==> config.mk <==
export PLATFORM = sky130hd
export DESIGN_NAME = delimited_field_extractor_unit
export DESIGN_NICKNAME = d
export VERILOG_FILES = /design/src/design/dfe_pkg.sv /design/src/design/delimited_field_extractor_unit.sv /design/src/design/dfe_cell.sv /design/src/design/dfe_ctrl.sv
export SDC_FILE = /design/constraint.sdc
export NUM_CORES = 2
export LEC_CHECK = 0
export BUFFER_PORTS_ARGS = -buffer_cell sky130_fd_sc_hd__buf_2
export CORE_MARGIN = 4
export CORE_UTILIZATION = 59
export CTS_BUF_LIST = sky130_fd_sc_hd__clkbuf_2 sky130_fd_sc_hd__clkbuf_4 sky130_fd_sc_hd__clkbuf_8
export CTS_CLUSTER_SIZE = 40
export DETAILED_ROUTE_END_ITERATION = 7
export MAX_ROUTING_LAYER = met4
export PLACE_DENSITY = 0.79
export SLEW_MARGIN = 0
export SYNTH_ARGS = -nofsm -noshare
export SYNTH_HDL_FRONTEND = slang
export SYNTH_SLANG_ARGS = --single-unit
==> constraint.sdc <==
create_clock -name clk -period 5.2 [get_ports clk]
set_clock_uncertainty 0.15 [all_clocks]
set_input_delay 0.78 -clock clk [delete_from_list [all_inputs] [get_ports clk]]
set_output_delay 0.78 -clock clk [all_outputs]
set_load 0.01 [all_outputs]
==> src/design/dfe_pkg.sv <==
package dfe_pkg;

  localparam int FIELD_DEPTH = 64;
  localparam int MAX_PATTERN = 8;

  localparam int PAT_W  = 64;
  localparam int LEN_W  = 4;
  localparam int CNT_W  = $clog2(FIELD_DEPTH + 1);
  localparam int ADDR_W = $clog2(FIELD_DEPTH);
  localparam int AGE_W  = (MAX_PATTERN > 1) ? $clog2(MAX_PATTERN) : 1;

  typedef logic [MAX_PATTERN-1:0][7:0] win_t;

  typedef struct packed {
    logic [PAT_W-1:0] pat;
    logic [LEN_W-1:0] len;
  } pat_cfg_t;

  typedef struct packed {
    pat_cfg_t start_cfg;
    pat_cfg_t end_cfg;
    pat_cfg_t watch_cfg;
  } cfg_t;

  typedef struct packed {
    logic start_hit;
    logic end_hit;
    logic watch_hit;
  } hit_t;

  typedef struct packed {
    logic shift;
    logic clear;
  } cell_ctl_t;

  function automatic logic [LEN_W-1:0] clamp_len(input logic [LEN_W-1:0] r);
    if (r == '0) begin
      return LEN_W'(1);
    end
    if (r > LEN_W'(MAX_PATTERN)) begin
      return LEN_W'(MAX_PATTERN);
    end
    return r;
  endfunction

  // One cell's share of a tail compare: the cell at a given age is checked
  // against the pattern byte that lines up with it for length n.
  function automatic logic tail_term(input logic [7:0] b, input logic v,
                                     input logic [AGE_W-1:0] age,
                                     input logic [PAT_W-1:0] pat,
                                     input logic [LEN_W-1:0] n);
    logic [LEN_W-1:0] age_ext;
    logic [LEN_W-1:0] diff;
    logic [AGE_W-1:0] idx;
    age_ext = LEN_W'(age);
    diff = n - LEN_W'(1) - age_ext;
    idx = diff[AGE_W-1:0];
    if (age_ext >= n) begin
      return 1'b1;
    end
    return v && (b == pat[8*idx +: 8]);
  endfunction

endpackage

==> src/design/delimited_field_extractor_unit.sv <==
// Flow: a clear goes to S_STATUS, which registers its status transaction once the
// output slot is free. A push passes S_COMMIT, which moves 0..8 bytes to the store,
// then S_SHIFT and S_EVAL, then gives a status transaction or reads a completed field
// out byte by byte through S_RD and S_WAIT. No new item is taken until that is done.
// Reset: control state, window valid bits and flags clear; registers take pattern 0,
// length 1; field store contents are undefined until written.
module delimited_field_extractor_unit import dfe_pkg::*; (
  input  logic             clk,
  input  logic             rst,
  input  logic             cfg_write,
  input  logic [2:0]       cfg_index,
  input  logic [PAT_W-1:0] cfg_data,
  input  logic             in_valid,
  output logic             in_stall,
  input  logic             cmd,
  input  logic [7:0]       data_byte,
  output logic             out_valid,
  input  logic             out_stall,
  output logic [7:0]       field_byte,
  output logic             byte_valid,
  output logic             field_done,
  output logic             last,
  output logic             contains_seen,
  output logic             overflow
);

  localparam logic [2:0] REG_START_PAT = 3'd0;
  localparam logic [2:0] REG_START_LEN = 3'd1;
  localparam logic [2:0] REG_END_PAT   = 3'd2;
  localparam logic [2:0] REG_END_LEN   = 3'd3;
  localparam logic [2:0] REG_WATCH_PAT = 3'd4;
  localparam logic [2:0] REG_WATCH_LEN = 3'd5;

  logic [PAT_W-1:0] start_pattern;
  logic [LEN_W-1:0] start_length;
  logic [PAT_W-1:0] end_pattern;
  logic [LEN_W-1:0] end_length;
  logic [PAT_W-1:0] watch_pattern;
  logic [LEN_W-1:0] watch_length;

  cfg_t      cfg;
  win_t      win;
  hit_t      hit_chain [MAX_PATTERN+1];
  cell_ctl_t cell_ctl;
  logic [7:0] item_byte;
  logic [MAX_PATTERN-1:0] vld;

  always_ff @(posedge clk) begin
    if (rst) begin
      start_pattern <= '0;
      start_length  <= LEN_W'(1);
      end_pattern   <= '0;
      end_length    <= LEN_W'(1);
      watch_pattern <= '0;
      watch_length  <= LEN_W'(1);
    end else if (cfg_write) begin
      case (cfg_index)
        REG_START_PAT: start_pattern <= cfg_data;
        REG_START_LEN: start_length  <= cfg_data[LEN_W-1:0];
        REG_END_PAT:   end_pattern   <= cfg_data;
        REG_END_LEN:   end_length    <= cfg_data[LEN_W-1:0];
        REG_WATCH_PAT: watch_pattern <= cfg_data;
        REG_WATCH_LEN: watch_length  <= cfg_data[LEN_W-1:0];
        default: begin
        end
      endcase
    end
  end

  always_comb begin
    cfg.start_cfg.pat = start_pattern;
    cfg.start_cfg.len = clamp_len(start_length);
    cfg.end_cfg.pat   = end_pattern;
    cfg.end_cfg.len   = clamp_len(end_length);
    cfg.watch_cfg.pat = watch_pattern;
    cfg.watch_cfg.len = clamp_len(watch_length);
  end

  assign hit_chain[0] = '{start_hit: 1'b1, end_hit: 1'b1, watch_hit: 1'b1};

  // Cell g holds the byte received g pushes ago; cell 0 takes the new byte.
  for (genvar g = 0; g < MAX_PATTERN; g++) begin : g_cell
    logic [7:0] byte_in;
    logic       vld_in;
    if (g == 0) begin : g_head
      assign byte_in = item_byte;
      assign vld_in  = 1'b1;
    end else begin : g_body
      assign byte_in = win[g-1];
      assign vld_in  = vld[g-1];
    end
    dfe_cell u_cell (
      .clk     (clk),
      .rst     (rst),
      .ctl     (cell_ctl),
      .age     (AGE_W'(g)),
      .byte_in (byte_in),
      .vld_in  (vld_in),
      .cfg     (cfg),
      .hit_in  (hit_chain[g]),
      .byte_q  (win[g]),
      .vld_q   (vld[g]),
      .hit_out (hit_chain[g+1])
    );
  end

  dfe_ctrl u_ctrl (
    .clk           (clk),
    .rst           (rst),
    .in_valid      (in_valid),
    .in_stall      (in_stall),
    .cmd           (cmd),
    .data_byte     (data_byte),
    .out_valid     (out_valid),
    .out_stall     (out_stall),
    .field_byte    (field_byte),
    .byte_valid    (byte_valid),
    .field_done    (field_done),
    .last          (last),
    .contains_seen (contains_seen),
    .overflow      (overflow),
    .elen          (cfg.end_cfg.len),
    .win           (win),
    .hits          (hit_chain[MAX_PATTERN]),
    .cell_ctl      (cell_ctl),
    .item_byte     (item_byte)
  );

endmodule

==> src/design/dfe_cell.sv <==
module dfe_cell import dfe_pkg::*; (
  input  logic             clk,
  input  logic             rst,
  input  cell_ctl_t        ctl,
  input  logic [AGE_W-1:0] age,
  input  logic [7:0]       byte_in,
  input  logic             vld_in,
  input  cfg_t             cfg,
  input  hit_t             hit_in,
  output logic [7:0]       byte_q,
  output logic             vld_q,
  output hit_t             hit_out
);

  always_ff @(posedge clk) begin
    if (rst || ctl.clear) begin
      vld_q <= 1'b0;
    end else if (ctl.shift) begin
      vld_q <= vld_in;
    end
  end

  always_ff @(posedge clk) begin
    if (ctl.shift) begin
      byte_q <= byte_in;
    end
  end

  always_comb begin
    hit_out.start_hit = hit_in.start_hit &&
        tail_term(byte_q, vld_q, age, cfg.start_cfg.pat, cfg.start_cfg.len);
    hit_out.end_hit = hit_in.end_hit &&
        tail_term(byte_q, vld_q, age, cfg.end_cfg.pat, cfg.end_cfg.len);
    hit_out.watch_hit = hit_in.watch_hit &&
        tail_term(byte_q, vld_q, age, cfg.watch_cfg.pat, cfg.watch_cfg.len);
  end

endmodule

==> src/design/dfe_ctrl.sv <==
module dfe_ctrl import dfe_pkg::*; (
  input  logic             clk,
  input  logic             rst,
  input  logic             in_valid,
  output logic             in_stall,
  input  logic             cmd,
  input  logic [7:0]       data_byte,
  output logic             out_valid,
  input  logic             out_stall,
  output logic [7:0]       field_byte,
  output logic             byte_valid,
  output logic             field_done,
  output logic             last,
  output logic             contains_seen,
  output logic             overflow,
  input  logic [LEN_W-1:0] elen,
  input  win_t             win,
  input  hit_t             hits,
  output cell_ctl_t        cell_ctl,
  output logic [7:0]       item_byte
);

  localparam logic [2:0] S_IDLE   = 3'd0;
  localparam logic [2:0] S_COMMIT = 3'd1;
  localparam logic [2:0] S_SHIFT  = 3'd2;
  localparam logic [2:0] S_EVAL   = 3'd3;
  localparam logic [2:0] S_STATUS = 3'd4;
  localparam logic [2:0] S_EMPTY  = 3'd5;
  localparam logic [2:0] S_RD     = 3'd6;
  localparam logic [2:0] S_WAIT   = 3'd7;

  localparam logic [1:0] PH_SEEK    = 2'd0;
  localparam logic [1:0] PH_COLLECT = 2'd1;
  localparam logic [1:0] PH_DONE    = 2'd2;

  logic [2:0]        state;
  logic [1:0]        phase;
  logic [CNT_W-1:0]  count;
  logic [LEN_W-1:0]  ep;
  logic              contains;
  logic              ovf;
  logic [ADDR_W-1:0] rd_idx;
  logic [7:0]        rd_data;
  logic [7:0]        mem [FIELD_DEPTH];

  logic              accept;
  logic              slot_free;
  logic              do_commit;
  logic              store_wr;
  logic [LEN_W-1:0]  ep_idx;
  logic [7:0]        commit_byte;
  logic              last_byte;

  assign in_stall    = (state != S_IDLE);
  assign accept      = in_valid && !in_stall;
  assign slot_free   = !out_valid || !out_stall;
  assign do_commit   = (state == S_COMMIT) && (phase == PH_COLLECT) &&
                       (ep != '0) && (ep >= elen);
  assign store_wr    = do_commit && (count < CNT_W'(FIELD_DEPTH));
  assign ep_idx      = ep - LEN_W'(1);
  assign commit_byte = win[ep_idx[AGE_W-1:0]];
  assign last_byte   = (CNT_W'(rd_idx) + CNT_W'(1)) == count;

  assign cell_ctl.shift = (state == S_SHIFT);
  assign cell_ctl.clear = accept && cmd;

  always_ff @(posedge clk) begin
    if (accept && !cmd) begin
      item_byte <= data_byte;
    end
  end

  always_ff @(posedge clk) begin
    if (store_wr) begin
      mem[count[ADDR_W-1:0]] <= commit_byte;
    end
  end

  always_ff @(posedge clk) begin
    rd_data <= mem[rd_idx];
  end

  always_ff @(posedge clk) begin
    if (rst) begin
      state    <= S_IDLE;
      phase    <= PH_SEEK;
      count    <= '0;
      ep       <= '0;
      contains <= 1'b0;
      ovf      <= 1'b0;
      rd_idx   <= '0;
    end else begin
      case (state)
        S_IDLE: begin
          if (accept) begin
            if (cmd) begin
              phase    <= PH_SEEK;
              count    <= '0;
              ep       <= '0;
              contains <= 1'b0;
              ovf      <= 1'b0;
              state    <= S_STATUS;
            end else begin
              state <= S_COMMIT;
            end
          end
        end
        S_COMMIT: begin
          if (do_commit) begin
            if (store_wr) begin
              count <= count + CNT_W'(1);
            end else begin
              ovf <= 1'b1;
            end
            ep <= ep - LEN_W'(1);
          end else begin
            state <= S_SHIFT;
          end
        end
        S_SHIFT: begin
          if (phase == PH_COLLECT) begin
            ep <= ep + LEN_W'(1);
          end
          state <= S_EVAL;
        end
        S_EVAL: begin
          state <= S_STATUS;
          if (hits.watch_hit) begin
            contains <= 1'b1;
          end
          if (phase == PH_SEEK) begin
            if (hits.start_hit) begin
              phase <= PH_COLLECT;
              count <= '0;
              ep    <= '0;
            end
          end else if (phase == PH_COLLECT) begin
            if (ep >= elen && hits.end_hit) begin
              phase  <= PH_DONE;
              ep     <= '0;
              rd_idx <= '0;
              state  <= (count == '0) ? S_EMPTY : S_RD;
            end
          end
        end
        S_STATUS, S_EMPTY: begin
          if (slot_free) begin
            state <= S_IDLE;
          end
        end
        S_RD: begin
          state <= S_WAIT;
        end
        S_WAIT: begin
          if (slot_free) begin
            rd_idx <= rd_idx + ADDR_W'(1);
            state  <= last_byte ? S_IDLE : S_RD;
          end
        end
        default: begin
          state <= S_IDLE;
        end
      endcase
    end
  end

  always_ff @(posedge clk) begin
    if (rst) begin
      out_valid <= 1'b0;
    end else if (slot_free &&
                 (state == S_STATUS || state == S_EMPTY || state == S_WAIT)) begin
      out_valid <= 1'b1;
    end else if (!out_stall) begin
      out_valid <= 1'b0;
    end
  end

  // flags are captured with the transaction so a later item cannot alter a held result
  always_ff @(posedge clk) begin
    if (slot_free) begin
      case (state)
        S_STATUS: begin
          field_byte    <= '0;
          byte_valid    <= 1'b0;
          field_done    <= 1'b0;
          last          <= 1'b1;
          contains_seen <= contains;
          overflow      <= ovf;
        end
        S_EMPTY: begin
          field_byte    <= '0;
          byte_valid    <= 1'b0;
          field_done    <= 1'b1;
          last          <= 1'b1;
          contains_seen <= contains;
          overflow      <= ovf;
        end
        S_WAIT: begin
          field_byte    <= rd_data;
          byte_valid    <= 1'b1;
          field_done    <= 1'b1;
          last          <= last_byte;
          contains_seen <= contains;
          overflow      <= ovf;
        end
        default: begin
        end
      endcase
    end
  end

  a_count_bound: assert property (@(posedge clk) disable iff (rst)
    count <= CNT_W'(FIELD_DEPTH))
    else $error("field count beyond store depth");

  a_ovf_full: assert property (@(posedge clk) disable iff (rst)
    ovf |-> count == CNT_W'(FIELD_DEPTH))
    else $error("overflow flagged with store not full");

  a_done_idle_ep: assert property (@(posedge clk) disable iff (rst)
    phase == PH_DONE |-> ep == '0)
    else $error("pending end bytes after extraction done");

  a_start_enter: assert property (@(posedge clk) disable iff (rst)
    (state == S_EVAL && phase == PH_SEEK && hits.start_hit) |=>
      (phase == PH_COLLECT && count == '0))
    else $error("start match did not open a fresh field");

  a_drain_end: assert property (@(posedge clk) disable iff (rst)
    (state == S_WAIT && slot_free && last_byte) |=> state == S_IDLE)
    else $error("drain did not finish on last byte");

endmodule
# Word level (Yosys, flattened, before mapping)

Memories as Yosys holds them, arrays and structs flattened. A register that Yosys moved wholly into a read port is not among the register bits.
Cells that the tools add are included.

Add/subtract/negate cells: 29
$lt $le $gt $ge: 30
Equality and inequality tests: 57
Shifts and indexed selects: 24
Multiplexer cells: 149
Reductions and logical operators: 97

Operators with widths:

| kind                  | count |
|---|---|
| $shiftx A64 B7 Y8     | 24 |
| $eq A8 B8 Y1          | 24 |
| $mux W1               | 90 |
| $mux W4               | 20 |
| $logic_and A1 B1 Y1   | 54 |
| $ge A3 B4 Y1 const A  | 12 |
| $mux W7               | 6 |
| $sub A3 B3 Y3 const B | 12 |
| $mux W3               | 9 |
| $bmux W8 S3           | 1 |
| $ge A1 B4 Y1 const A  | 6 |
| $ge A2 B4 Y1 const A  | 6 |
| $mux W6               | 4 |
| $pmux W3 S7           | 1 |
| $pmux W7 S3           | 1 |
| $ne A2 B1 Y1 const B  | 10 |
| $eq A3 B3 Y1 const B  | 6 |
| $reduce_and A2 Y1     | 9 |
| $sub A3 B1 Y3 const B | 6 |
| $sub A3 B2 Y3 const B | 6 |
| $pmux W4 S4           | 1 |
| $pmux W8 S2           | 1 |
| $mux W2               | 7 |
| $eq A3 B2 Y1 const B  | 4 |
| other kinds (35)      | 66 |

Register bits: 322
RAM bits: 512
Input bits: 81
Output and inout port bits: 15
Logic and storage cells: 424
Memories: 1

Memory list:

| memory     | words | bits a word | read ports | clocked after memory_dff | wr ports | line           | text |
|---|---|---|---|---|---|---|---|
| u_ctrl.mem | 64    | 8           | 1          | 1                        | 1        | dfe_ctrl.sv:44 | `logic [7:0] mem [FIELD_DEPTH];` |

# Depth between registers and ports, before layout

Depth in word-level cells: 23
Gate-level depth with buffers: 21
Gate-level depth less buffers: 17

# Cells and area by module

A second synthesis with hierarchy kept.

Cell total of the unflattened synthesis: 3,732
Area total of the unflattened synthesis: 51,742.1 um^2

By module, submodules not included:

| module                          | times used | cells each | area an instance (um^2) |
|---|---|---|---|
| dfe_ctrl                        | 1          | 1,221      | 22,889.5 |
| dfe_cell (g_cell[3].u_cell ...) | 5          | 218        | 2,563.7 |
| delimited_field_extractor_unit  | 1          | 752        | 8,301.7 |
| dfe_cell (g_cell[0].u_cell ...) | 3          | 223        | 2,577.5 |

# Worst setup path after synthesis

OpenSTA, ideal clock, no wires.

Path type: register to register
Start point: register watch_length[3]
End point: register u_ctrl.contains
Library setup time: 0.059 ns
Arrival: 4.939 ns
Path slack: 0.052 ns
Cell stages (with the launch flop): 21
Path buffers: 5
Period minus slack after synthesis: 5.148 ns
Cell sequence: dfxtp_1 > o21ba_2 > buf_2 > clkinv_1 > buf_2 > buf_2 > buf_2 > ha_1 > ha_1 > clkbuf_1 > xor2_1 > mux4_2 > mux2i_1 > xor2_1 > nand2_1 > nor4_1 > a21oi_1 > nor4_1 > o21bai_1 > nand2_1 > a22o_1

Longest elaborated chain between the ends: 20
Elaborated cells on any way between the ends: 73
Classes of those cells: add/sub (8); order compare (9); eq/ne (9); shift (8); mux (22); reduce/logical (17)

RTL lines:

| what                                   | line                                 | text |
|---|---|---|
| from (decl)                            | delimited_field_extractor_unit.sv:39 | `logic [LEN_W-1:0] watch_length;` |
| from (signal assigned)                 | delimited_field_extractor_unit.sv:63 | `REG_WATCH_LEN: watch_length <= cfg_data[LEN_W-1:0];` |
| $gt A4 B4 Y1                           | dfe_pkg.sv:40                        | `if (r > LEN_W'(MAX_PATTERN)) begin` |
| $mux W1 (2 in a row)                   | dfe_pkg.sv:40                        |  |
| $mux W4                                | dfe_pkg.sv:43                        | `return r;` |
| $mux W4 (*)                            | dfe_pkg.sv:40                        |  |
| $sub A3 B1 Y3 (2 in a row)             | dfe_pkg.sv:56                        | `diff = n - LEN_W'(1) - age_ext;` |
| $shiftx A64 B7 Y8                      | dfe_pkg.sv:61                        | `return v && (b == pat[8*idx +: 8]);` |
| $eq A8 B8 Y1                           | dfe_pkg.sv:61                        |  |
| $logic_and A1 B1 Y1                    | dfe_pkg.sv:61                        |  |
| $mux W1                                | dfe_pkg.sv:61                        |  |
| $logic_and A1 B1 Y1 (6 in a row)       | dfe_cell.sv:34                       | `hit_out.watch_hit = hit_in.watch_hit &&` |
| $logic_and A1 B1 Y1 (*)                | dfe_cell.sv:34                       |  |
| $ne A2 B2 Y1 (no source line) (*)      | n/a                                  |  |
| $reduce_and A4 Y1 (no source line) (*) | n/a                                  |  |
| to (signal assigned)                   | dfe_ctrl.sv:89                       | `contains <= 1'b0;` |
| to (signal assigned)                   | dfe_ctrl.sv:100                      | `contains <= 1'b0;` |
| to (signal assigned)                   | dfe_ctrl.sv:129                      | `contains <= 1'b1;` |
| to (decl)                              | dfe_ctrl.sv:40                       | `logic contains;` |

Every way passes the cells marked *; elsewhere a longest branch is shown, timed or not. The select of a mux whose other input is x is not followed.
A chain may end at the register's enable or synchronous reset.

# Final worst setup path

Start point: register start_length[1]
End point: register u_ctrl.count[5]

Longest elaborated chain between the ends: 20
Elaborated cells on any way between the ends: 73
Classes of those cells: add/sub (8); order compare (9); eq/ne (9); shift (8); mux (22); reduce/logical (17)

RTL lines:

| what                                   | line                                 | text |
|---|---|---|
| from (decl)                            | delimited_field_extractor_unit.sv:35 | `logic [LEN_W-1:0] start_length;` |
| from (signal assigned)                 | delimited_field_extractor_unit.sv:59 | `REG_START_LEN: start_length <= cfg_data[LEN_W-1:0];` |
| $gt A4 B4 Y1                           | dfe_pkg.sv:40                        |  |
| $mux W1 (2 in a row)                   | dfe_pkg.sv:40                        |  |
| $mux W4                                | dfe_pkg.sv:43                        |  |
| $mux W4 (*)                            | dfe_pkg.sv:40                        |  |
| $sub A3 B1 Y3 (2 in a row)             | dfe_pkg.sv:56                        |  |
| $shiftx A64 B7 Y8                      | dfe_pkg.sv:61                        |  |
| $eq A8 B8 Y1                           | dfe_pkg.sv:61                        |  |
| $logic_and A1 B1 Y1                    | dfe_pkg.sv:61                        |  |
| $mux W1                                | dfe_pkg.sv:61                        |  |
| $logic_and A1 B1 Y1 (6 in a row)       | dfe_cell.sv:30                       | `hit_out.start_hit = hit_in.start_hit &&` |
| $logic_and A1 B1 Y1 (*)                | dfe_cell.sv:30                       |  |
| $ne A2 B2 Y1 (no source line) (*)      | n/a                                  |  |
| $reduce_and A7 Y1 (no source line) (*) | n/a                                  |  |
| to (signal assigned)                   | dfe_ctrl.sv:111                      | `count <= count + CNT_W'(1);` |
| to (decl)                              | dfe_ctrl.sv:38                       | `logic [CNT_W-1:0] count;` |

Marked as above.

==> qor.yml <==
run_status:
  run_status: "finished, violations left"
  violations: "design-rule violations"
drt:
  vias: 31800
  drtIter0Drc: 5141
  dr.pass1.iters: 8
  final_antenna_net_count: 0
  wl_per_cell_um: 30.8
  drc: 35
  wl_um: 141000
  viasPerCell: 6.95
global_route:
  antenna_found_initial: 9
  grt_use_total_pct: 36.9
  overflow: 0
  grt_pass1_vias: 29800
  grt_pass1_wl_um: 203000
  grt_max_degree: 204
die:
  dieArea_um2: 77600
  die_h_um: 279
  core_um2: 72000
  rows: 98
  chipWidth_um: 279
  ios: 96
  start_util_pct: 60.0
logic_synthesis:
  yosys.area.top_type_share_pct: 41.5
  yosys.area.top_type: "edfxtp_1"
  ys.flop_type: "edfxtp_1"
  synth_area_per_cell_um2: 12.5
  seq_area_frac_synth_pct: 52.9
  synthCells: 3448
  syn-num-nets: 3553
  synth.distinct_cells: 98
  yosys_warnings: 0
  synth.area.top_cells: "edfxtp_1, mux4_2, dfxtp_1, mux2i_1, nand2_1"
  ys_seq_elements: 842
  synth_edf_count: 597
  synthArstFlopShare_pct: 0
  syn-cell-area_um2: 43200
hold_path:
  min_path_type: "in2reg"
critical_path:
  critPathBufInv: 3
  worstPathCellList: "o21ba_2 -> nor2_1 -> inv_1 -> ha_1 -> ha_1 -> buf_4 -> or2_2 -> o22ai_1 -> nor4_1 -> o22ai_1 -> nor4_1 -> buf_4 -> nor2_1 -> a2111oi_2 -> nand4_2 -> a21oi_2 -> a21boi_1 -> o21a_1"
  cpPeakStageDelay_ns: 0.57
  crit_slowest_cell: "nor4_1"
  worstPathArrival_ns: 5.52
  worst-path-max-fanout: 19
  required_ns: 5.73
  criticalPathCategory: "reg2reg"
  end_kind: "flop"
  cp-start-kind: "flop"
  cp_top_family: "simple AND/OR/NAND/NOR gates"
sta:
  setup_viol: 0
  max_freq_mhz: 200
  max-slew-margin-rel_pct: 21.2
  maxSlewViolCount: 0
  hold_slack_ns: 0.0532
  min_period_over_period_pct: 95.9
  hold_viol: 0
  final.min_clock_period_ns: 4.99
  tightest_slew_ns: 1.18
placement:
  io_buffers: 95
  placed_cells: 4324
  gp_congestion: 1.08
  dpl.hpwl_um: 99700
power:
  pwr-share-clk_pct: 37.0
  p_int_mw: 11.3
  p_seq_share_pct: 51.5
  power.density_nw_per_um2: 329
  vdd_ir_drop_max_mv: 0.230
  switching_power_mw: 4.27
  p_comb_share_pct: 11.6
  switching_share_pct: 27.4
  p_leak_nw: 15.1
clocking:
  h-tree-depth: 4
  insertion_delay_ns: 0.81
  clk_pin_slew_ns: 0.06
  cts_made_buffers: 135
  tritoncts: "yes"
  clock_tree.buffer_depth: 3
  postCtsSetupRepairBufs: 0
  clock-root-buffer: "clkbuf_8"
  clock-sinks: 842
finish:
  area_growth_pct: 9.52
  drive_gt1_share_pct: 21.1
  num-nets-final: 3623
  finalNonFillerCells: 4575
job:
  cap_viol_max_count: 0
[worst register-to-register path: cells and delay by family (launching register included)]
| family | cells | cell delay, ns |
|---|---|---|
| simple gates | 6 | 1.86 |
| compound gates | 7 | 1.44 |
| fa+ha+maj | 2 | 0.58 |
| buf+inv | 3 | 0.52 |
| flops | 1 | 0.31 |
[final timing paths]
| path | slack [ns] | end | from | cells past startpoint |
|---|---|---|---|---|
| setup reg to reg | 0.21 | u_ctrl.count[5] | start_length[1] | 18 |
| hold reg to reg | 0.28 | g_cell[0].u_cell.byte_q[7] | u_ctrl.item_byte[7] | 0 |
| setup / recovery | 0.21 | u_ctrl.count[5] | start_length[1] | 18 |
| hold / removal | 0.05 | u_ctrl.item_byte[4] | data_byte[4] | 1 |
[timing repair]
item                                    4_1_cts  5_1_grt
resized for setup                             0        1
hold buffers                                  7        0
endpoints found under the setup margin        0        3
hold endpoints to repair                      7        0
[final cells by class]
cell class / instances / area [um^2]
multi-input cells: 2308 / 19200
inverters: 46 / 178
well taps: 950 / 1190
flip-flops and latches: 842 / 22800
repair buffers: 185 / 1200
fillers: 5199 / 24700
diodes: 8 / 20.0
clock buffers: 186 / 2320
clock inverters: 50 / 385
[sequential cells by signal, indices dropped and copies added (netlist names), 7 cells and up]
register and flops:
g_cell.u_cell.vld_q 8, u_ctrl.rd_data 8, u_ctrl.mem 512, u_ctrl.item_byte 8, watch_pattern 64, g_cell.u_cell.byte_q 64, u_ctrl.count 7, end_pattern 64
u_ctrl.field_byte 8, start_pattern 64
[through the flow]
step                total power [mW]  area (um^2)   TNS, ns  utilization [%]  setup WS [ns]
global route                    16.1        47300  -0.00557             65.7       -0.00554
floorplan                       9.10        43200         0                -         0.0519
finish                          15.6        47300         0             65.7          0.211
global placement                9.85        44500         0             61.8          0.377
detailed placement              9.91        44500         0             61.8          0.418
CTS                             15.6        47300         0             65.7          0.377
[cell usage after synthesis, types with 26 or more instances]
| master | instances |
|---|---|
| nor3_1 | 30 |
| nor2b_1 | 66 |
| nand3_1 | 42 |
| a32oi_1 | 54 |
| nor4_1 | 39 |
| o22ai_1 | 26 |
| edfxtp_1 | 597 |
| mux4_2 | 279 |
| dfxtp_1 | 245 |
| clkbuf_1 | 147 |
| mux2i_1 | 188 |
| buf_2 | 35 |
| o21ai_0 | 58 |
| a21oi_1 | 265 |
| nor2_1 | 183 |
| a22oi_1 | 33 |
| xnor2_1 | 129 |
| inv_1 | 40 |
| xor2_1 | 65 |
| buf_1 | 56 |
| nand2_1 | 483 |
[layer usage]
metal | GRT usage (%) | part of all wire [%]
met2 | 50.0 | 43
met3 | 10.1 | 14
met1 | 52.7 | 38
met4 | 16.0 | 5.0
met5 | - | 0
[layout by cell type, fill, tap and decap left out, types with 14 or more instances in the layout]
cell	Yosys	layout
a211oi_1	14	14
a21oi_1	265	265
a22oi_1	33	33
a31oi_1	23	23
a32oi_1	54	54
and2_1	22	21
and3_1	16	15
buf_2	35	94
buf_4	7	81
clkbuf_4	0	39
clkbuf_8	0	147
clkinv_1	2	22
dfxtp_1	245	238
edfxtp_1	597	597
ha_1	24	23
inv_1	40	39
mux2_2	18	18
mux2i_1	188	188
mux4_2	279	279
nand2_1	483	482
nand2b_1	22	21
nand3_1	42	41
nand4_1	18	18
nor2_1	183	182
nor2b_1	66	65
nor3_1	30	30
nor4_1	39	39
o21ai_0	58	58
o22ai_1	26	26
xnor2_1	129	129
xor2_1	65	64
[logic make-up after synthesis]
logic type | share of synthesized area (%)
AO/OA/AOI/OAI | 9.59
XOR/XNOR | 4.10
adder cells (fa/ha/maj) | 0.695
buffers and inverters | 2.89
flip-flops | 52.9
multiplexers | 19.4
AND/OR/NAND/NOR | 10.4
[power by group through the flow]
stage | Combinational, mW | Sequential [mW] | Clock [mW]
2_1_floorplan | 1.07 | 8.03 | 0
3_3_place_gp | 1.71 | 8.14 | 0
3_5_place_dp | 1.77 | 8.14 | 0
4_1_cts | 1.76 | 8.00 | 5.80
5_1_grt | 1.92 | 8.02 | 6.12
6_report | 1.80 | 8.02 | 5.76
Note: power is estimated with default switching activity, not from simulation.
